## config.mk

```make
export PLATFORM = sky130hd
export DESIGN_NAME = message_code_stream_decoder_flat
export DESIGN_NICKNAME = d
export VERILOG_FILES = /design/src/sv/mcsd_pkg.sv /design/src/sv/mcsd_in_if.sv /design/src/sv/mcsd_out_if.sv /design/src/sv/message_code_stream_decoder.sv /design/src/flat_wrapper.sv
export SDC_FILE = /design/constraint.sdc
export NUM_CORES = 2
export LEC_CHECK = 0
export BUFFER_PORTS_ARGS = -buffer_cell sky130_fd_sc_hd__buf_4
export CORE_UTILIZATION = 55
export DETAILED_ROUTE_END_ITERATION = 10
export PLACE_DENSITY = 0.68
export SYNTH_ARGS = -nofsm -noshare
export SYNTH_HDL_FRONTEND = slang
export SYNTH_SLANG_ARGS = --single-unit
export TNS_END_PERCENT = 50
```

## constraint.sdc

```tcl
create_clock -name clk -period 6.55 [get_ports clk]
set_clock_uncertainty 0.1 [all_clocks]
set_input_delay 0.655 -clock clk [delete_from_list [all_inputs] [get_ports clk]]
set_output_delay 0.655 -clock clk [all_outputs]
set_load 0.03 [all_outputs]
```

## src/sv/mcsd_pkg.sv

```systemverilog
// Package for the message code stream decoder: defaults, byte codes and phase type.
package mcsd_pkg;

    // Default longest code length and width of the length field.
    localparam int MAX_CODE_LEN_DEF   = 7;
    localparam int LEN_FIELD_BITS_DEF = 3;

    // Byte codes with a meaning of their own.
    localparam logic [7:0] CHAR_LF = 8'd10;
    localparam logic [7:0] CHAR_CR = 8'd13;

    // Decoder phase.
    typedef enum logic [1:0] {
        PH_HDR_START = 2'd0,
        PH_HDR_FILL  = 2'd1,
        PH_LEN       = 2'd2,
        PH_CODE      = 2'd3
    } phase_t;

    // True for a line break byte.
    function automatic logic is_break(input logic [7:0] b);
        return (b == CHAR_LF) || (b == CHAR_CR);
    endfunction

endpackage

```

## src/sv/mcsd_in_if.sv

```systemverilog
// Input channel of the decoder: one raw stream byte per item.
interface mcsd_in_if;
    logic       valid;
    logic       ready;
    logic [7:0] in_byte;

    modport source (output valid, output in_byte, input ready);
    modport sink   (input valid, input in_byte, output ready);
endinterface

```

## src/sv/mcsd_out_if.sv

```systemverilog
// Output channel of the decoder: one decoded character per item.
interface mcsd_out_if;
    logic       valid;
    logic       ready;
    logic [7:0] out_char;

    modport source (output valid, output out_char, input ready);
    modport sink   (input valid, input out_char, output ready);
endinterface

```

## src/sv/message_code_stream_decoder.sv

```systemverilog
// Top level of the message code stream decoder.
//
// The decoder takes one stream byte in every cycle while its result register is
// empty or being emptied, and a decoded character appears in the result register
// in the cycle after the byte that completes its code. Header bytes fill a code
// table held in a single-port memory of 2^(MAX_CODE_LEN+1)-MAX_CODE_LEN-2 entries
// (247 by default), written one entry per byte; in message mode, a completed code
// reads that memory once, so the memory port sets the pace of one byte per cycle.
// Each new header clears all table entries at once through per-entry valid bits,
// so no clearing pass is needed; entries not written by the current header
// decode as 0. A zero length field emits a newline (10) and starts a new header.
module message_code_stream_decoder
    import mcsd_pkg::*;
#(
    parameter int MAX_CODE_LEN   = MAX_CODE_LEN_DEF,
    parameter int LEN_FIELD_BITS = LEN_FIELD_BITS_DEF
)
(
    input  logic        clk,
    input  logic        rst_n,
    mcsd_in_if.sink     in_stream,
    mcsd_out_if.source  out_stream
);

    // Sizes that follow from the parameters.
    localparam int TABLE_USED = (1 << (MAX_CODE_LEN + 1)) - MAX_CODE_LEN - 2;
    localparam int ADDR_W     = $clog2(TABLE_USED);
    localparam int FILL_W     = $clog2(TABLE_USED + 1);
    localparam int ACC_W      = (MAX_CODE_LEN > LEN_FIELD_BITS) ? MAX_CODE_LEN
                                                                : LEN_FIELD_BITS;
    localparam int CNT_W      = $clog2(ACC_W + 1);
    localparam int CL_W       = $clog2(MAX_CODE_LEN + 1);

    // Control state.
    phase_t              phase_reg, phase_next;
    logic [FILL_W-1:0]   fill_reg, fill_next;
    logic [CL_W-1:0]     code_len_reg, code_len_next;
    logic [ACC_W-1:0]    acc_reg, acc_next;
    logic [CNT_W-1:0]    cnt_reg, cnt_next;
    logic [TABLE_USED-1:0] entry_valid_reg;

    // Result register.
    logic                out_valid_reg;
    logic                nl_reg;
    logic                hit_valid_reg;
    logic [7:0]          rd_data_reg;

    // Code table memory.
    logic [7:0]          table_mem [TABLE_USED];

    // Per-item decode results.
    logic                accept;
    logic                wr_en;
    logic                clr_en;
    logic                rd_en;
    logic                emit_nl;
    logic [ADDR_W-1:0]   wr_addr;
    logic [ADDR_W-1:0]   rd_addr;
    logic [ACC_W-1:0]    acc_shift;
    logic [CNT_W-1:0]    cnt_inc;
    logic                in_brk;
    logic [7:0]          b;

    // Handshake: take a byte whenever the result register can take a result.
    assign in_stream.ready = !out_valid_reg || out_stream.ready;
    assign accept          = in_stream.valid && in_stream.ready;

    assign b         = in_stream.in_byte;
    assign in_brk    = is_break(b);
    assign acc_shift = {acc_reg[ACC_W-2:0], b[0]};
    assign cnt_inc   = cnt_reg + CNT_W'(1);
    // The first byte of a header always goes to entry 0.
    assign wr_addr   = clr_en ? '0 : fill_reg[ADDR_W-1:0];

    // Next state for one accepted byte.
    always_comb
    begin
        phase_next    = phase_reg;
        fill_next     = fill_reg;
        code_len_next = code_len_reg;
        acc_next      = acc_reg;
        cnt_next      = cnt_reg;
        wr_en         = 1'b0;
        clr_en        = 1'b0;
        rd_en         = 1'b0;
        emit_nl       = 1'b0;
        rd_addr       = ADDR_W'((32'd1 << code_len_reg) - 32'(code_len_reg) - 32'd1
                                + 32'(acc_shift));
        case (phase_reg)
            PH_HDR_START:
            begin
                if (!in_brk)
                begin
                    // First header byte: clear the table and write entry 0.
                    clr_en    = 1'b1;
                    fill_next = FILL_W'(1);
                    acc_next  = '0;
                    cnt_next  = '0;
                    phase_next = (TABLE_USED <= 1) ? PH_LEN : PH_HDR_FILL;
                end
            end
            PH_HDR_FILL:
            begin
                if (in_brk)
                begin
                    phase_next = PH_LEN;
                    acc_next   = '0;
                    cnt_next   = '0;
                end
                else
                begin
                    wr_en     = 1'b1;
                    fill_next = fill_reg + FILL_W'(1);
                    if (fill_next >= FILL_W'(TABLE_USED))
                    begin
                        phase_next = PH_LEN;
                        acc_next   = '0;
                        cnt_next   = '0;
                    end
                end
            end
            PH_LEN:
            begin
                if (!in_brk)
                begin
                    acc_next = acc_shift;
                    cnt_next = cnt_inc;
                    if (cnt_inc >= CNT_W'(LEN_FIELD_BITS))
                    begin
                        acc_next = '0;
                        cnt_next = '0;
                        if (acc_shift == '0)
                        begin
                            // Zero length ends the message.
                            emit_nl    = 1'b1;
                            phase_next = PH_HDR_START;
                        end
                        else
                        begin
                            if (acc_shift > ACC_W'(MAX_CODE_LEN))
                            begin
                                code_len_next = CL_W'(MAX_CODE_LEN);
                            end
                            else
                            begin
                                code_len_next = CL_W'(acc_shift);
                            end
                            phase_next = PH_CODE;
                        end
                    end
                end
            end
            PH_CODE:
            begin
                if (!in_brk)
                begin
                    acc_next = acc_shift;
                    cnt_next = cnt_inc;
                    if (cnt_inc >= CNT_W'(code_len_reg))
                    begin
                        acc_next = '0;
                        cnt_next = '0;
                        if (acc_shift == ACC_W'((32'd1 << code_len_reg) - 32'd1))
                        begin
                            // All-ones code ends the segment.
                            phase_next = PH_LEN;
                        end
                        else
                        begin
                            rd_en = 1'b1;
                        end
                    end
                end
            end
            default:
            begin
                phase_next = PH_HDR_START;
            end
        endcase
    end

    // Control registers.
    always_ff @(posedge clk or negedge rst_n)
    begin
        if (!rst_n)
        begin
            phase_reg       <= PH_HDR_START;
            fill_reg        <= '0;
            code_len_reg    <= '0;
            acc_reg         <= '0;
            cnt_reg         <= '0;
            entry_valid_reg <= '0;
        end
        else if (accept)
        begin
            phase_reg    <= phase_next;
            fill_reg     <= fill_next;
            code_len_reg <= code_len_next;
            acc_reg      <= acc_next;
            cnt_reg      <= cnt_next;
            if (clr_en)
            begin
                entry_valid_reg <= TABLE_USED'(1);
            end
            else if (wr_en)
            begin
                entry_valid_reg[wr_addr] <= 1'b1;
            end
        end
    end

    // Table memory: one write or one registered read per accepted byte.
    always_ff @(posedge clk)
    begin
        if (accept && (wr_en || clr_en))
        begin
            table_mem[wr_addr] <= b;
        end
        if (accept && rd_en)
        begin
            rd_data_reg <= table_mem[rd_addr];
        end
    end

    // Result register control.
    always_ff @(posedge clk or negedge rst_n)
    begin
        if (!rst_n)
        begin
            out_valid_reg <= 1'b0;
            nl_reg        <= 1'b0;
            hit_valid_reg <= 1'b0;
        end
        else
        begin
            if (accept)
            begin
                out_valid_reg <= rd_en || emit_nl;
            end
            else if (out_stream.ready)
            begin
                out_valid_reg <= 1'b0;
            end
            if (accept && (rd_en || emit_nl))
            begin
                nl_reg        <= emit_nl;
                hit_valid_reg <= entry_valid_reg[rd_addr];
            end
        end
    end

    // Result output: newline, table character, or 0 for an unwritten entry.
    assign out_stream.valid    = out_valid_reg;
    assign out_stream.out_char = nl_reg ? CHAR_LF : (hit_valid_reg ? rd_data_reg : 8'd0);

endmodule
```

## src/flat_wrapper.sv

```systemverilog
// flat-port wrapper written by rule: the top's interface ports become plain ports
module message_code_stream_decoder_flat import mcsd_pkg::*;
#(
    parameter int MAX_CODE_LEN   = MAX_CODE_LEN_DEF,
    parameter int LEN_FIELD_BITS = LEN_FIELD_BITS_DEF
)
  (clk, rst_n, in_stream_valid, in_stream_in_byte, in_stream_ready, out_stream_valid, out_stream_out_char, out_stream_ready);
  mcsd_in_if in_stream_i ();
  mcsd_out_if out_stream_i ();
  input  logic clk;
  input  logic rst_n;
  input wire logic [$bits(in_stream_i.valid)-1:0] in_stream_valid;
  input wire logic [$bits(in_stream_i.in_byte)-1:0] in_stream_in_byte;
  output wire logic [$bits(in_stream_i.ready)-1:0] in_stream_ready;
  output wire logic [$bits(out_stream_i.valid)-1:0] out_stream_valid;
  output wire logic [$bits(out_stream_i.out_char)-1:0] out_stream_out_char;
  input wire logic [$bits(out_stream_i.ready)-1:0] out_stream_ready;
  assign in_stream_i.valid = in_stream_valid;
  assign in_stream_i.in_byte = in_stream_in_byte;
  assign in_stream_ready = in_stream_i.ready;
  assign out_stream_valid = out_stream_i.valid;
  assign out_stream_out_char = out_stream_i.out_char;
  assign out_stream_i.ready = out_stream_ready;
  message_code_stream_decoder #(.MAX_CODE_LEN(MAX_CODE_LEN), .LEN_FIELD_BITS(LEN_FIELD_BITS)) u_core (.clk(clk), .rst_n(rst_n), .in_stream(in_stream_i), .out_stream(out_stream_i));
endmodule
```

==> results.toml <==
[routing]
route.detailed.drc = 0
drt_first_iter_violations = 5671
viasPerCell = 6.51
wl_per_cell_um = 32.3
routed_wl_mm = 220
first_pass_iters = 7
vias = 44316
ant_nets = 0

[clock_tree]
cts_buffers = 219
clockRootBuffer = "clkbuf_16"
path_clk_slew_ns = 0.06
cts-resized-gates = 0
clockBufferDepth = 3
clock-sinks = 2256
cts_tree = "built"
clk_latency_ns = 0.86
cts_setup_buffers = 0
cts-htree-levels = 4

[global_route]
grt_first_pass_wirelength_mm = 318
grt_max_degree = 192
grt_overflow = 0
grt_pass1_vias = 44089
antenna_found_initial = 4
track_usage = 0.273

[logic_synthesis]
synth_flop_cell = "edfxtp_1"
synth.avg_cell_area_um2 = 20.7
synth_top_cell_area_share = 0.666
ys_ff_latch = 2256
async_reset_ff_frac = 0.121
synth_area_leaders = "edfxtp_1 67%, mux4_2 16%, dfrtp_1 7.6%, o21a_1 2.1%, mux2i_1 1.3%"
netlist_instances = 4318
synth_cell_type_count = 73
syn-cell-area_mm2 = 0.0894
ys_seq_area_frac = 0.742
syn-num-nets = 4352
synth_top_area_cell = "edfxtp_1"
synth_edf_count = 1984
yosysWarnings = 0

[floorplan]
die_h_um = 405
dieArea_mm2 = 0.164
io_pins = 22
die_w_um = 405
initial_core_util = 0.556
fp-row-count = 147
core-area_mm2 = 0.161

[final_layout]
final_cells = 6812
drive_gt1_frac = 0.251
area_growth_pct = 11.3
insertedDiodeCount = 0
layout_commonest_cell = "edfxtp_1"
largest_reg_flops = 1976
stdcell_area_mm2 = 0.0996
layout_common_cells = "1984 x edfxtp_1, 635 x mux4_2, 279 x nor2_1"
fin_nets = 4490

[worst_hold_path]
hold_class = "in -> reg"

[critical_path]
r2r-end = "u_core.hit_valid_reg"
r2r_setup_slack_ns = 0.28
rr_startpoint = "u_core.code_len_reg[2]"
arrival_ns = 6.92
critPathLaunch = "u_core.code_len_reg[2]"
required_ns = 7.20
crit_type = "reg -> reg"
startpoint_type = "flop"
critPathMaxFanout = 73
endpoint = "u_core.hit_valid_reg"
cp-end-kind = "flop"
reg2regPathDepth = 14

[placed_design]
numPortBuffers = 21
placed_area_mm2 = 0.0925
gp_routability_congestion = 0.899
dp.final_hpwl_mm = 133
placed_cells = 6393

[run_status]
outcome = "completed"

[timing]
rsz0062_at_grt = "false"
finalSetupViolCount = 0
slew_viol_final = 0
timing.final.hold_violations = 0
tns_ns = 0
maxSlewHeadroom = 0.128
fin_crit_ns = 6.27
tightest_slew_ns = 1.31
finalCritPeriodShare = 0.957
max_freq_mhz = 160

[job]
cap_violations = 0
[cells by family after synthesis]
logic type               Yosys count  share of synthesized area
AO/OA/AOI/OAI                    412                     0.0333
AND/OR/NAND/NOR                  560                     0.0271
adder cells (fa/ha/maj)           22                    0.00333
multiplexers                     766                      0.175
buffers and inverters            286                     0.0168
XOR/XNOR                          16                    0.00174
flip-flops                      2256                      0.742
[synthesized netlist by cell type, types with 15 or more instances]
library cell	n
o21ai_0	33
mux4_2	635
a211oi_1	15
edfxtp_1	1984
buf_6	22
buf_4	52
mux2i_1	112
ha_1	19
nor2b_1	15
mux2_2	16
inv_1	29
clkbuf_1	109
buf_1	17
nand3_1	46
nor2_1	280
and2_1	15
buf_2	56
nor3_1	18
a21oi_1	35
o21a_1	246
nand2_1	135
dfrtp_1	272
[worst min path at each step]
stage                     slack, ns                     endpoint                        start  cells after the start
after CTS                     0.009     u_core.table_mem[155][4]         in_stream_in_byte[4]                      1
after global placement         0.36    u_core.entry_valid_reg[0]    u_core.entry_valid_reg[0]                      1
final                          0.06     u_core.table_mem[155][4]         in_stream_in_byte[4]                      1
after global routing           0.03     u_core.table_mem[155][4]         in_stream_in_byte[4]                      1
after floorplan                0.26            u_core.acc_reg[0]                        rst_n                      0
after detailed placement       0.37  u_core.entry_valid_reg[150]  u_core.entry_valid_reg[150]                      1
[worst max-delay path: stages (launching register included)]
cell	delay [ns]
dfrtp_1	0.54
or3_1	0.51
fa_4	0.45
inv_1	0.11
ha_4	0.14
inv_1	0.05
fa_4	1.20
buf_12	0.46
nand2b_1	0.54
o221ai_1	0.42
a21oi_1	0.12
nor4_1	0.80
or4b_1	0.23
o2bb2ai_1	0.10
o41ai_2	0.34
[stage by stage]
step	utilization	hold slack [ns]	setup WS [ns]
detailed placement	0.575	0.375	0.0194
global route	0.619	0.0332	0.0915
floorplan	-	0.259	2.09
finish	0.619	0.0588	0.281
CTS	0.619	0.00930	0.279
global placement	0.575	0.363	0.0647
[cell type report]
class,instances,area (µm²)
Fill cell,11046,61400
Multi-Input combinational cell,1776,21700
Inverter,30,113
Clock inverter,108,1000
Timing Repair Buffer,173,1650
Tap cell,2160,2700
Clock buffer,309,6030
Sequential cell,2256,66400
[what timing repair did]
action	in CTS	in global routing
endpoints found under the hold margin	92	0
hold buffers	2	0
endpoints found under the setup margin	0	0
[metal layers]
| metal | part of all wire | GRT usage | vias to the layer above |
|---|---|---|---|
| li1 | - | - | 18036 |
| met1 | 0.41 | 0.404 | 23870 |
| met2 | 0.47 | 0.417 | 2073 |
| met3 | 0.088 | 0.0547 | 335 |
| met4 | 0.029 | 0.0822 | 2 |
| met5 | 0.000045 | 0 | - |
Power is not shown: default switching activity piles up to over one toggle a cycle in this logic, so the estimate is an artifact.
